`src/hw/rtl/fsns_pkg.sv`:
```
// ----------------------------------------------------------------------------
// fsns_pkg
// Shared types and constants for the FAT 8.3 short name search block.
// ----------------------------------------------------------------------------
package fsns_pkg;

    localparam int NAME_LEN    = 11;
    localparam int HEAD_BYTES  = 8;
    localparam int TAIL_BYTES  = 3;
    localparam int POS_W       = 4;
    localparam int COUNT_W     = 12;
    localparam int STATUS_W    = 2;

    localparam logic [POS_W-1:0]   EXT_POS        = 4'd8;
    localparam logic [POS_W-1:0]   NAME_END_POS   = 4'd11;
    localparam logic [7:0]         SKIP_TYPE_BITS = 8'h18;
    localparam logic [7:0]         SPACE_CHAR     = 8'h20;
    localparam logic [7:0]         DOT_CHAR       = 8'h2E;
    localparam logic [7:0]         NUL_CHAR       = 8'h00;
    localparam logic [7:0]         LOWER_A        = 8'h61;
    localparam logic [7:0]         LOWER_Z        = 8'h7A;
    localparam logic [7:0]         CASE_OFFSET    = 8'h20;
    localparam logic [COUNT_W-1:0] MAX_ENTRIES_RESET = 12'd224;

    localparam logic ACT_NAME_CHAR = 1'b0;
    localparam logic ACT_ENTRY     = 1'b1;

    localparam logic [STATUS_W-1:0] ST_NO_MATCH  = 2'd0;
    localparam logic [STATUS_W-1:0] ST_FOUND     = 2'd1;
    localparam logic [STATUS_W-1:0] ST_NOT_FOUND = 2'd2;

    typedef logic [NAME_LEN-1:0][7:0] fsns_name_t;

    typedef struct packed {
        logic                      action;
        logic                      first_char;
        logic [7:0]                name_char;
        logic [HEAD_BYTES*8-1:0]   entry_name_head;
        logic [TAIL_BYTES*8-1:0]   entry_name_tail;
        logic [7:0]                entry_type;
    } fsns_item_t;

    typedef struct packed {
        logic       take_char;
        logic       clear;
        logic [7:0] ch;
        logic       close;
    } fsns_name_cmd_t;

endpackage

```
`src/hw/rtl/fsns_if.sv`:
```
// ----------------------------------------------------------------------------
// fsns_if
// Valid/ready channels of the short name search: input items, results and
// the configuration write channel.
// ----------------------------------------------------------------------------
interface fsns_in_if;
    logic        valid;
    logic        ready;
    logic        action;
    logic        first_char;
    logic [7:0]  name_char;
    logic [63:0] entry_name_head;
    logic [23:0] entry_name_tail;
    logic [7:0]  entry_type;

    modport source (
        output valid, action, first_char, name_char, entry_name_head,
               entry_name_tail, entry_type,
        input  ready
    );
    modport sink (
        input  valid, action, first_char, name_char, entry_name_head,
               entry_name_tail, entry_type,
        output ready
    );
    modport mon (
        input valid, ready, action, first_char, name_char, entry_name_head,
              entry_name_tail, entry_type
    );
endinterface

interface fsns_out_if;
    logic        valid;
    logic        ready;
    logic [1:0]  status;
    logic [11:0] entry_index;

    modport source (output valid, status, entry_index, input ready);
    modport sink (input valid, status, entry_index, output ready);
    modport mon (input valid, ready, status, entry_index);
endinterface

interface fsns_cfg_if;
    logic        valid;
    logic        ready;
    logic [11:0] data;

    modport source (output valid, data, input ready);
    modport sink (input valid, data, output ready);
    modport mon (input valid, ready, data);
endinterface

```
`src/hw/rtl/fsns_name_packer.sv`:
```
// ----------------------------------------------------------------------------
// fsns_name_packer
// Packs search name characters into the space-filled 11-byte 8.3 form.
// ----------------------------------------------------------------------------
module fsns_name_packer (
    input  logic                    clk,
    input  logic                    rst_n,
    input  fsns_pkg::fsns_name_cmd_t cmd,
    output fsns_pkg::fsns_name_t    packed_name
);
    import fsns_pkg::*;

    fsns_name_t       name_reg, name_next;
    logic [POS_W-1:0] pos_reg, pos_next;
    logic             closed_reg, closed_next;
    logic [7:0]       ch_upper;

    always_comb
    begin
        name_next   = name_reg;
        pos_next    = pos_reg;
        closed_next = closed_reg;
        ch_upper    = cmd.ch;
        if (cmd.ch >= LOWER_A && cmd.ch <= LOWER_Z)
        begin
            ch_upper = cmd.ch - CASE_OFFSET;
        end
        if (cmd.take_char)
        begin
            if (cmd.clear)
            begin
                name_next   = {NAME_LEN{SPACE_CHAR}};
                pos_next    = '0;
                closed_next = 1'b0;
            end
            if (!closed_next && pos_next < NAME_END_POS)
            begin
                if (cmd.ch == NUL_CHAR)
                begin
                    closed_next = 1'b1;
                end
                else if (cmd.ch == DOT_CHAR && pos_next <= EXT_POS)
                begin
                    pos_next = EXT_POS;
                end
                else
                begin
                    name_next[pos_next] = ch_upper;
                    pos_next            = pos_next + 1'b1;
                end
            end
        end
        else if (cmd.close)
        begin
            closed_next = 1'b1;
        end
    end

    always_ff @(posedge clk or negedge rst_n)
    begin
        if (!rst_n)
        begin
            name_reg   <= {NAME_LEN{SPACE_CHAR}};
            pos_reg    <= '0;
            closed_reg <= 1'b0;
        end
        else
        begin
            name_reg   <= name_next;
            pos_reg    <= pos_next;
            closed_reg <= closed_next;
        end
    end

    assign packed_name = name_reg;

endmodule

```
`src/hw/rtl/fsns_entry_search.sv`:
```
// ----------------------------------------------------------------------------
// fsns_entry_search
// Checks one directory entry against the packed name, keeps the entry
// counter and holds the result register.
// ----------------------------------------------------------------------------
module fsns_entry_search (
    input  logic                          clk,
    input  logic                          rst_n,
    input  logic                          advance,
    input  fsns_pkg::fsns_item_t          item,
    input  fsns_pkg::fsns_name_t          packed_name,
    input  logic [fsns_pkg::COUNT_W-1:0]  max_entries,
    input  logic                          out_ready,
    output logic                          finished,
    output logic                          out_valid,
    output logic [fsns_pkg::STATUS_W-1:0] out_status,
    output logic [fsns_pkg::COUNT_W-1:0]  out_index
);
    import fsns_pkg::*;

    logic [COUNT_W-1:0]  count_reg, count_next;
    logic                done_reg, done_next;
    logic                valid_reg, valid_next;
    logic [STATUS_W-1:0] status_reg, status_next;
    logic [COUNT_W-1:0]  index_reg;
    logic                produce;
    logic                name_match;
    fsns_name_t          entry_name;

    always_comb
    begin
        for (int i = 0; i < HEAD_BYTES; i++)
        begin
            entry_name[i] = item.entry_name_head[(HEAD_BYTES-1-i)*8 +: 8];
        end
        for (int i = 0; i < TAIL_BYTES; i++)
        begin
            entry_name[HEAD_BYTES+i] = item.entry_name_tail[(TAIL_BYTES-1-i)*8 +: 8];
        end
    end

    assign name_match = (entry_name == packed_name);
    assign produce    = advance && item.action == ACT_ENTRY && !done_reg;

    always_comb
    begin
        count_next  = count_reg;
        done_next   = done_reg;
        status_next = status_reg;
        valid_next  = valid_reg && !out_ready;
        if (advance && item.action == ACT_NAME_CHAR && item.first_char)
        begin
            count_next = '0;
            done_next  = 1'b0;
        end
        if (produce)
        begin
            valid_next = 1'b1;
            if (count_reg >= max_entries || entry_name[0] == NUL_CHAR)
            begin
                status_next = ST_NOT_FOUND;
                done_next   = 1'b1;
            end
            else if ((item.entry_type & SKIP_TYPE_BITS) != 8'h00)
            begin
                status_next = ST_NO_MATCH;
                count_next  = count_reg + 1'b1;
            end
            else if (name_match)
            begin
                status_next = ST_FOUND;
                done_next   = 1'b1;
            end
            else
            begin
                status_next = ST_NO_MATCH;
                count_next  = count_reg + 1'b1;
            end
        end
    end

    always_ff @(posedge clk or negedge rst_n)
    begin
        if (!rst_n)
        begin
            count_reg <= '0;
            done_reg  <= 1'b0;
            valid_reg <= 1'b0;
        end
        else
        begin
            count_reg <= count_next;
            done_reg  <= done_next;
            valid_reg <= valid_next;
        end
    end

    always_ff @(posedge clk)
    begin
        status_reg <= status_next;
        if (produce)
        begin
            index_reg <= count_reg;
        end
    end

    assign finished   = done_reg;
    assign out_valid  = valid_reg;
    assign out_status = status_reg;
    assign out_index  = index_reg;

endmodule

```
`src/hw/rtl/fat_short_name_search_top.sv`:
```
// ----------------------------------------------------------------------------
// fat_short_name_search_top
// FAT 8.3 short name search over a stream of name characters and entries.
//
// in_ch carries one item per beat: a search name character (action 0) or a
// directory entry (action 1). A name character with first_char set starts a
// new search. Each entry beat yields one result beat on out_ch (no match,
// found, not found) with its position in the search; name characters and
// entries after the search has ended yield none. cfg writes max_entries,
// the entry limit; it is accepted on any cycle, so write it only while the
// block is idle.
//
// An item is held in the input register and its result enters the result
// register when the item advances. Throughput: one item per cycle unless
// out_ch stalls, set by the single pass of the byte pack and 88-bit
// compare between those two registers.
//
// Reset clears the name to spaces, the counters and both registers; the
// limit returns to 224. When out_ch stalls, the input register holds and
// in_ch ready drops once it is full.
// ----------------------------------------------------------------------------
module fat_short_name_search_top (
    input  logic       clk,
    input  logic       rst_n,
    fsns_in_if.sink    in_ch,
    fsns_out_if.source out_ch,
    fsns_cfg_if.sink   cfg
);
    import fsns_pkg::*;

    fsns_item_t         item_reg;
    logic               item_valid_reg;
    logic [COUNT_W-1:0] max_entries_reg;
    logic               advance;
    logic               finished;
    logic               out_valid;
    fsns_name_t         packed_name;
    fsns_name_cmd_t     name_cmd;

    assign advance     = item_valid_reg && (!out_valid || out_ch.ready);
    assign in_ch.ready = !item_valid_reg || advance;
    assign cfg.ready   = 1'b1;

    always_ff @(posedge clk or negedge rst_n)
    begin
        if (!rst_n)
        begin
            item_valid_reg  <= 1'b0;
            max_entries_reg <= MAX_ENTRIES_RESET;
        end
        else
        begin
            if (in_ch.ready)
            begin
                item_valid_reg <= in_ch.valid;
            end
            if (cfg.valid)
            begin
                max_entries_reg <= cfg.data;
            end
        end
    end

    always_ff @(posedge clk)
    begin
        if (in_ch.ready && in_ch.valid)
        begin
            item_reg.action          <= in_ch.action;
            item_reg.first_char      <= in_ch.first_char;
            item_reg.name_char       <= in_ch.name_char;
            item_reg.entry_name_head <= in_ch.entry_name_head;
            item_reg.entry_name_tail <= in_ch.entry_name_tail;
            item_reg.entry_type      <= in_ch.entry_type;
        end
    end

    always_comb
    begin
        name_cmd.take_char = advance && item_reg.action == ACT_NAME_CHAR;
        name_cmd.clear     = item_reg.first_char;
        name_cmd.ch        = item_reg.name_char;
        name_cmd.close     = advance && item_reg.action == ACT_ENTRY && !finished;
    end

    fsns_name_packer u_packer (
        .clk         (clk),
        .rst_n       (rst_n),
        .cmd         (name_cmd),
        .packed_name (packed_name)
    );

    fsns_entry_search u_search (
        .clk         (clk),
        .rst_n       (rst_n),
        .advance     (advance),
        .item        (item_reg),
        .packed_name (packed_name),
        .max_entries (max_entries_reg),
        .out_ready   (out_ch.ready),
        .finished    (finished),
        .out_valid   (out_valid),
        .out_status  (out_ch.status),
        .out_index   (out_ch.entry_index)
    );

    assign out_ch.valid = out_valid;

endmodule

```
`src/flat_wrapper.sv`:
```
// flat-port wrapper written by rule: the top's interface ports become plain ports
module fat_short_name_search_top_flat import fsns_pkg::*;
  (clk, rst_n, in_ch_valid, in_ch_action, in_ch_first_char, in_ch_name_char, in_ch_entry_name_head, in_ch_entry_name_tail, in_ch_entry_type, in_ch_ready, out_ch_valid, out_ch_status, out_ch_entry_index, out_ch_ready, cfg_valid, cfg_data, cfg_ready);
  fsns_in_if in_ch_i ();
  fsns_out_if out_ch_i ();
  fsns_cfg_if cfg_i ();
  input  logic clk;
  input  logic rst_n;
  input wire logic [$bits(in_ch_i.valid)-1:0] in_ch_valid;
  input wire logic [$bits(in_ch_i.action)-1:0] in_ch_action;
  input wire logic [$bits(in_ch_i.first_char)-1:0] in_ch_first_char;
  input wire logic [$bits(in_ch_i.name_char)-1:0] in_ch_name_char;
  input wire logic [$bits(in_ch_i.entry_name_head)-1:0] in_ch_entry_name_head;
  input wire logic [$bits(in_ch_i.entry_name_tail)-1:0] in_ch_entry_name_tail;
  input wire logic [$bits(in_ch_i.entry_type)-1:0] in_ch_entry_type;
  output wire logic [$bits(in_ch_i.ready)-1:0] in_ch_ready;
  output wire logic [$bits(out_ch_i.valid)-1:0] out_ch_valid;
  output wire logic [$bits(out_ch_i.status)-1:0] out_ch_status;
  output wire logic [$bits(out_ch_i.entry_index)-1:0] out_ch_entry_index;
  input wire logic [$bits(out_ch_i.ready)-1:0] out_ch_ready;
  input wire logic [$bits(cfg_i.valid)-1:0] cfg_valid;
  input wire logic [$bits(cfg_i.data)-1:0] cfg_data;
  output wire logic [$bits(cfg_i.ready)-1:0] cfg_ready;
  assign in_ch_i.valid = in_ch_valid;
  assign in_ch_i.action = in_ch_action;
  assign in_ch_i.first_char = in_ch_first_char;
  assign in_ch_i.name_char = in_ch_name_char;
  assign in_ch_i.entry_name_head = in_ch_entry_name_head;
  assign in_ch_i.entry_name_tail = in_ch_entry_name_tail;
  assign in_ch_i.entry_type = in_ch_entry_type;
  assign in_ch_ready = in_ch_i.ready;
  assign out_ch_valid = out_ch_i.valid;
  assign out_ch_status = out_ch_i.status;
  assign out_ch_entry_index = out_ch_i.entry_index;
  assign out_ch_i.ready = out_ch_ready;
  assign cfg_i.valid = cfg_valid;
  assign cfg_i.data = cfg_data;
  assign cfg_ready = cfg_i.ready;
  fat_short_name_search_top u_core (.clk(clk), .rst_n(rst_n), .in_ch(in_ch_i), .out_ch(out_ch_i), .cfg(cfg_i));
endmodule
```
`config.mk`:
```
export PLATFORM = sky130hd
export DESIGN_NAME = fat_short_name_search_top_flat
export DESIGN_NICKNAME = d
export VERILOG_FILES = /design/src/hw/rtl/fsns_pkg.sv /design/src/hw/rtl/fsns_if.sv /design/src/hw/rtl/fsns_name_packer.sv /design/src/hw/rtl/fsns_entry_search.sv /design/src/hw/rtl/fat_short_name_search_top.sv /design/src/flat_wrapper.sv
export SDC_FILE = /design/constraint.sdc
export NUM_CORES = 1
export LEC_CHECK = 0
export ABC_AREA = 1
export BUFFER_PORTS_ARGS = -buffer_cell sky130_fd_sc_hd__clkbuf_2
export CAP_MARGIN = 20
export CORE_ASPECT_RATIO = 1.1
export CORE_UTILIZATION = 45
export CTS_CLUSTER_DIAMETER = 30
export DETAILED_ROUTE_END_ITERATION = 12
export SETUP_SLACK_MARGIN = 0.4
export SLEW_MARGIN = 0
export SYNTH_ARGS = -nofsm -noshare
export SYNTH_HDL_FRONTEND = slang
export SYNTH_SLANG_ARGS = --single-unit
```
`constraint.sdc`:
```
create_clock -name clk -period 6.14 [get_ports clk]
set_clock_uncertainty 0.15 [all_clocks]
set_input_delay 1.228 -clock clk [delete_from_list [all_inputs] [get_ports clk]]
set_output_delay 1.228 -clock clk [all_outputs]
set_load 0.02 [all_outputs]
```
==> results.md, run 1 <==
- Status: complete, no violations
- I/O pin cnt: 140
- Initial antenna violation count: 0
- Fmax: 0.3031 GHz
- Unrepaired setup endpoints after global routing: no
- Top delay family on crit path: simple AND/OR/NAND/NOR gates
- Largest register FFs: 100
- Comb power frac: 18.5%
- CP Max Fanout: 15
- Share of layout cells above drive strength 1: about a fifth
- Switching share of total power: a little under a third
- Dpl ws: about 2.4 ns
- FF-to-FF End: u_core.u_packer.packed_name[20]$_DFFE_PN0N_
- Post-synthesis cell type count: 51
- H-tree depth: 2
- Max_cap viols: 0
- WL/cell: 16.49 um
- Number of flops mapped to enable cells by yosys: between 100 and 150
- Die Span X: around 160 um
- Routed WL: ~30000 um
- CTS max path bufs: 3
- Hold crit path type: flop to flop
- Power Dens Cells: between 400 and 500 nW/um2
- Vias in the first global route: ~8900
- CP cell instances: nor2_1 -> inv_1 -> ha_1 -> nand3_2 -> a21oi_4 -> nor2_2 -> nand3_2 -> inv_1 -> a21oi_1 -> o21ai_1
- Drt first pass iters: 5
- Crit start category: flop
- Post-CTS sizing: 0
- Final worst path period share: a little over half
- # port buffers: ~130
- Power Internal: approximately 0.0044 W
- DRC violations left: 0
- Die area: 26490 um2
- CP required: 6.47 ns
- Crit Path Category: flop to flop
- CP Launch Point: u_core.item_reg[104]$_DFFE_PP_
- Max-slew violation count: 0
- Num CTS Buffers: 52
- Initial Util: 45.89%
- Critical path's slowest cell: edfxtp_1
- Synth Area per Inst: just under 9 um2
- CP Capture Point: u_core.u_packer.packed_name[20]$_DFFE_PN0N_
- ANT cells: 0
- Slowest cell delay on critical path: between 0.7 and 0.8 ns
- Fin cells: roughly 1800
- Post-route worst setup slack: ~2.8 ns
- GRT Overall Usage: between 20% and 30%
- R2r startpoint: u_core.item_reg[104]$_DFFE_PP_
- First-pass GRT wire length: 47730 um
- Register area share after synthesis: about 55%
- DR vias: a little over 9000
- Synth Register Bits: 234
- Crit path time final: 3.299 ns
- Arr. time, crit path: roughly 3.6 ns
- Area grow syn2layout: 24.79%
- Pin count of the biggest net entering global routing: 88
- Fin. Hold Viols: 0
- Setup TNS: 0 ns
- Layout Nets: between 1500 and 2000
- Post-synthesis cell area: approximately 12000 um2
- Pwr Total: ~0.0063 W
- Finished Core Util: a little under three fifths
- CP Depth: 10
- Worst R2R Setup Slack: roughly 2.8 ns
- Clk_lat worst skew: around 0.55 ns
- Postcts setup bufs: 0
- Worst-case reg-to-reg path depth: 10
- Setup crit end kind: flop
- # fillers: 2311
- Core area: between 20000 and 30000 um2
- Post-Syn Instances: between 1000 and 1500
- Synth warnings: 0
- Leak: around 6.7 nW
- Slew @ Worst Pin: roughly 0.9 ns
- Root Driver: clkbuf_16
- Mapped Nets: between 1000 and 1500
- Routability Congestion: 0.8806
- HPWL Detailed: approximately 21000 um
- Vias/cell: between 5 and 6
- Total gr overflow: 0
- Async set-reset flop share out of synthesis: roughly half
- Row cnt: between 60 and 70
- Peak supply drop: ~0.24 mV
- Die height: 170.6 um
- Sw Pwr: just under 0.002 W
- Relative slew slack: around two fifths
- Clock Power Share: a little under half
- Clk slew on worst S/H paths: about 0.050 ns
- Final setup fails: 0
- Routed Antenna Nets: 0
- Clock sinks: 234
- Hold-fix buffers, CTS: 0
- DP Cell Count: ~1700
- Ys flop type: edfxtp_1
- Seq pwr share: between 30% and 40%
- Initial drt markers: roughly 630
- CP Buf/Inv Count: 2
- CTS tree: built
==> per-stage QoR <==
stage | instance area, um2 | hold slack (ns)
after global routing | 14510 | 0.3453
after detailed placement | 12580 | 0.3313
after CTS | 14480 | 0.3429
after floorplan | 11630 | 0.3088
after global placement | 12580 | 0.3233
final | 14510 | 0.3387
==> cell type report <==
cell class | count | area (um2) | share of cell area, %
inverter | 208 | 785.8 | 5.415
tap | 346 | 432.9 | 2.984
clock buffer | 62 | 1390 | 9.580
timing repair buffer | 141 | 750.7 | 5.174
multi-input combinational | 820 | 4199 | 28.94
sequential | 234 | 6444 | 44.41
clock inverter | 36 | 508.0 | 3.501
==> Yosys cell counts, drive strengths merged, types with 18 or more instances <==
cell	n	area (um2)
dfrtp	106	2653
clkbuf	28	105.1
edfxtp	114	3423
nor2	98	432.9
o22ai	49	344.1
o21ai	161	809.5
nand3	34	232.7
inv	208	783.3
ha	18	225.2
nand2	325	1251
a21oi	58	305.3
==> tightest hold or removal path: cells and delay by family, from the launching register on <==
kind                   cells  cell delay (ns)
AO/OA/AOI/OAI              1             0.07
buffers and inverters      1             0.05
flip-flops                 1             0.35
==> how the worst min path moves through the flow <==
stage / from / end / slack, ns / cells after the start
final: u_core.max_entries_reg[6]$_DFFE_PN1P_ / u_core.max_entries_reg[6]$_DFFE_PN1P_ / 0.34 / 2
after global routing: rst_n / u_core.u_packer.packed_name[8]$_DFFE_PN0N_ / 0.35 / 1
after global placement: u_core.u_packer.packed_name[74]$_DFFE_PN0N_ / u_core.u_packer.packed_name[74]$_DFFE_PN0N_ / 0.32 / 2
after CTS: u_core.max_entries_reg[6]$_DFFE_PN1P_ / u_core.max_entries_reg[6]$_DFFE_PN1P_ / 0.34 / 2
after floorplan: u_core.u_packer.packed_name[57]$_DFFE_PN0N_ / u_core.u_packer.packed_name[57]$_DFFE_PN0N_ / 0.31 / 2
after detailed placement: u_core.u_packer.packed_name[57]$_DFFE_PN0N_ / u_core.u_packer.packed_name[57]$_DFFE_PN0N_ / 0.33 / 2
==> layout by cell type, fill, tap and decap left out, types with 7 or more instances in the layout <==
master / count
nand2_1: 318
inv_1: 194
clkbuf_2: 131
edfxtp_1: 114
dfrtp_1: 106
o21ai_0: 102
nor2_1: 86
o21ai_1: 58
a21oi_1: 55
clkbuf_16: 53
o22ai_1: 43
nand3_1: 26
ha_1: 18
o211ai_1: 17
dfstp_2: 14
xnor2_1: 12
inv_2: 12
xor2_1: 9
bufinv_16: 9
buf_4: 9
nor2_2: 7
clkinv_4: 7
clkinvlp_4: 7
==> cell families after synthesis <==
group           share of synthesized area [%]
other cells                           0.03225
simple gates                            17.70
fa+ha+maj                               1.937
mux                                   0.09684
buf+inv                                 8.566
xor+xnor                                1.582
compound gates                          14.67
flops                                   55.42
==> power by group through the flow <==
stage / logic [W] / clock network [W] / registers (W)
4_1_cts: 0.00117 / 0.00301 / 0.00218
3_5_place_dp: 0.00116 / 0 / 0.00221
3_3_place_gp: 0.00113 / 0 / 0.00220
5_1_grt: 0.00132 / 0.00309 / 0.00222
2_1_floorplan: 0.000866 / 0 / 0.00215
6_report: 0.00117 / 0.00297 / 0.00218
==> per-layer routing <==
metal	wire [um]	track usage [%]	share of wire, %	up-vias
met5	0	0	0	-
met4	931	9.506	3.1	0
met3	1826	4.103	6.0	63
met2	14180	38.37	47	313
met1	13530	31.53	44	4336
li1	-	-	-	4619
Note: power is estimated with default switching activity, not from simulation.
==> run 2: changes to the inputs <==
Clock period 6.14 ns to 3.35 ns, I/O delays scaled along.
==> results.md, run 2 (synthesized netlist as in run 1, its figures left out) <==
- Peak supply drop: 0.4664 mV (+97%)
- Seq pwr share: 35.4% (+0.9 points)
- Leak: 6.640 nW (-0.22%)
- WL/cell: 16.33 um (-1.0%)
- Worst hold start: in_ch_entry_name_head[13]
- Worst R2R Setup Slack: 0.65 ns (-2.19 ns)
- Die height: 170.6 um (unchanged)
- Share of layout cells above drive strength 1: 20.07% (-0.19 points)
- Dpl ws: 0.6870 ns (-1.744 ns)
- Fmax: 0.3703 GHz (+22%)
- Row cnt: 61 (unchanged)
- Drt first pass iters: 5 (unchanged)
- CP Max Fanout: 11 (-4)
- Max-slew violation count: 0 (unchanged)
- Routed Antenna Nets: 0 (unchanged)
- Most frequent cells in the layout: nand2_1, inv_1, clkbuf_2, edfxtp_1, dfrtp_1
- Clock sinks: 234 (unchanged)
- Routed WL: 30220 um (-0.79%)
- Slew @ Worst Pin: 0.6630 ns (-0.2612 ns)
- Fin. Hold Viols: 0 (unchanged)
- Relative slew slack: 55.80% (+17 points)
- Post-route worst setup slack: 0.6498 ns (-2.191 ns)
- Sw Pwr: 0.003363 W (+75%)
- DP Cell Count: 1755 (+0.40%)
- Most common cell after layout, fill and taps aside: nand2_1
- # port buffers: 132 (unchanged)
- R2r startpoint: u_core.item_reg[104]$_DFFE_PP_
- Core area: 25340 um2 (unchanged)
- Status: complete, no violations
- Root Driver: clkbuf_16
- Pin count of the biggest net entering global routing: 101 (+15%)
- First-pass GRT wire length: 47480 um (-0.54%)
- Total gr overflow: 0 (unchanged)
- Setup crit end kind: flop
- Crit path time final: 2.700 ns (-0.5988 ns)
- Post-CTS sizing: 0 (unchanged)
- CTS tree: built
- Layout Nets: 1604 (+0.38%)
- DRC violations left: 0 (unchanged)
- Vias in the first global route: 8779 (-1.4%)
- Die Span X: 155.3 um (unchanged)
- Fin cells: 1851 (+0.22%)
- GRT Overall Usage: 23.53% (-0.11 points)
- Largest register FFs: 100 (unchanged)
- Num CTS Buffers: 51 (-1.9%)
- Crit start category: flop
- Comb power frac: 19.2% (+0.7 points)
- Worst-case reg-to-reg path depth: 10 (unchanged)
- Unrepaired setup endpoints after global routing: no
- # fillers: 2288 (-1.0%)
- Switching share of total power: 29.79% (-0.59 points)
- Clock Power Share: 45.4% (-1.6 points)
- Clk slew on worst S/H paths: 0.05 ns (about the same)
- CTS max path bufs: 3 (unchanged)
- Hold-fix buffers, CTS: 1 (+1)
- FF-to-FF End: u_core.u_packer.packed_name[20]$_DFFE_PN0N_
- Routability Congestion: 0.8542 (-3.0%)
- Crit Path Category: flop to flop
- Hold EP: u_core.item_reg[45]$_DFFE_PP_
- Setup TNS: 0 ns (unchanged)
- ANT cells: 0 (unchanged)
- H-tree depth: 2 (unchanged)
- Initial drt markers: 578 (-8.7%)
- Die area: 26490 um2 (unchanged)
- Initial antenna violation count: 1 (+1)
- Arr. time, crit path: 3.01 ns (-0.62 ns)
- Initial Util: 45.89% (unchanged)
- Clk_lat worst skew: 0.54 ns (about the same)
- Area grow syn2layout: 24.66%
- Hold crit path type: input pin to flop
- Postcts setup bufs: 0 (unchanged)
- Power Internal: 0.007927 W (+80%)
- Final setup fails: 0 (unchanged)
- Max_cap viols: 0 (unchanged)
- I/O pin cnt: 140 (unchanged)
- DR vias: 9231 (-1.1%)
- Vias/cell: 4.987 (-1.3%)
- Final worst path period share: 80.60% (+27 points)
- Power Dens Cells: 778.9 nW/um2 (+79%)
- HPWL Detailed: 20550 um (-0.60%)
- CP required: 3.66 ns (-2.81 ns)
- Worst Hold Depth: 1 (-1)
- Pwr Total: 0.01129 W (+78%)
[run 2: worst max path at each step]
stage | startpoint | end | slack [ns]
after detailed placement | u_core.item_reg[104]$_DFFE_PP_ | u_core.u_packer.packed_name[20]$_DFFE_PN0N_ | 0.69
after global routing | u_core.item_reg[104]$_DFFE_PP_ | u_core.u_packer.packed_name[19]$_DFFE_PN0N_ | 0.44
final | u_core.item_reg[104]$_DFFE_PP_ | u_core.u_packer.packed_name[20]$_DFFE_PN0N_ | 0.65
after global placement | u_core.item_reg[104]$_DFFE_PP_ | u_core.u_packer.packed_name[20]$_DFFE_PN0N_ | 0.76
after floorplan | out_ch_ready | u_core.item_reg[100]$_DFFE_PP_ | 0.40
after CTS | u_core.item_reg[104]$_DFFE_PP_ | u_core.u_packer.packed_name[20]$_DFFE_PN0N_ | 0.68
[run 2: per-layer routing]
metal / track usage (%) / share of wire [%] / vias to the layer above
met4: 9.591 / 3.0 / 0
met3: 4.230 / 5.9 / 65
met5: 0 / 0 / -
li1: - / - / 4632
met2: 37.50 / 47 / 318
met1: 31.82 / 45 / 4216
[run 2: power groups by stage]
stage | clock (W) | combinational (W) | sequential, W
2_1_floorplan | 0 | 0.00159 | 0.00394
3_3_place_gp | 0 | 0.00210 | 0.00402
3_5_place_dp | 0 | 0.00215 | 0.00404
4_1_cts | 0.00519 | 0.00216 | 0.00400
5_1_grt | 0.00536 | 0.00246 | 0.00407
6_report | 0.00512 | 0.00217 | 0.00400
[run 2: stage by stage]
stage	hold slack, ns	area (um2)	util, %
after global routing	0.1282	14500	57.20
after CTS	0.1353	14500	57.20
after detailed placement	0.3365	12700	50.14
final	0.1494	14500	57.20
after global placement	0.3268	12700	50.14
after floorplan	0.2244	11650	-
[run 2: layout make-up]
class,count,area [um2],area share (%)
Multi-Input combinational cell,820,4215,29.08
Clock buffer,63,1384,9.547
Inverter,208,787.0,5.429
Tap cell,346,432.9,2.987
Sequential cell,234,6444,44.45
Clock inverter,32,396.6,2.736
Timing Repair Buffer,148,835.8,5.766
[run 2: worst max-delay path, stage by stage (launching register included)]
cell and delay [ns]:
edfxtp_1 0.43, nor2_1 0.23, inv_1 0.12, ha_1 0.29, nand3_2 0.14, a21oi_4 0.09
nor2_2 0.36, nand3_2 0.35, inv_1 0.26, a21oi_1 0.07, o21ai_1 0.13
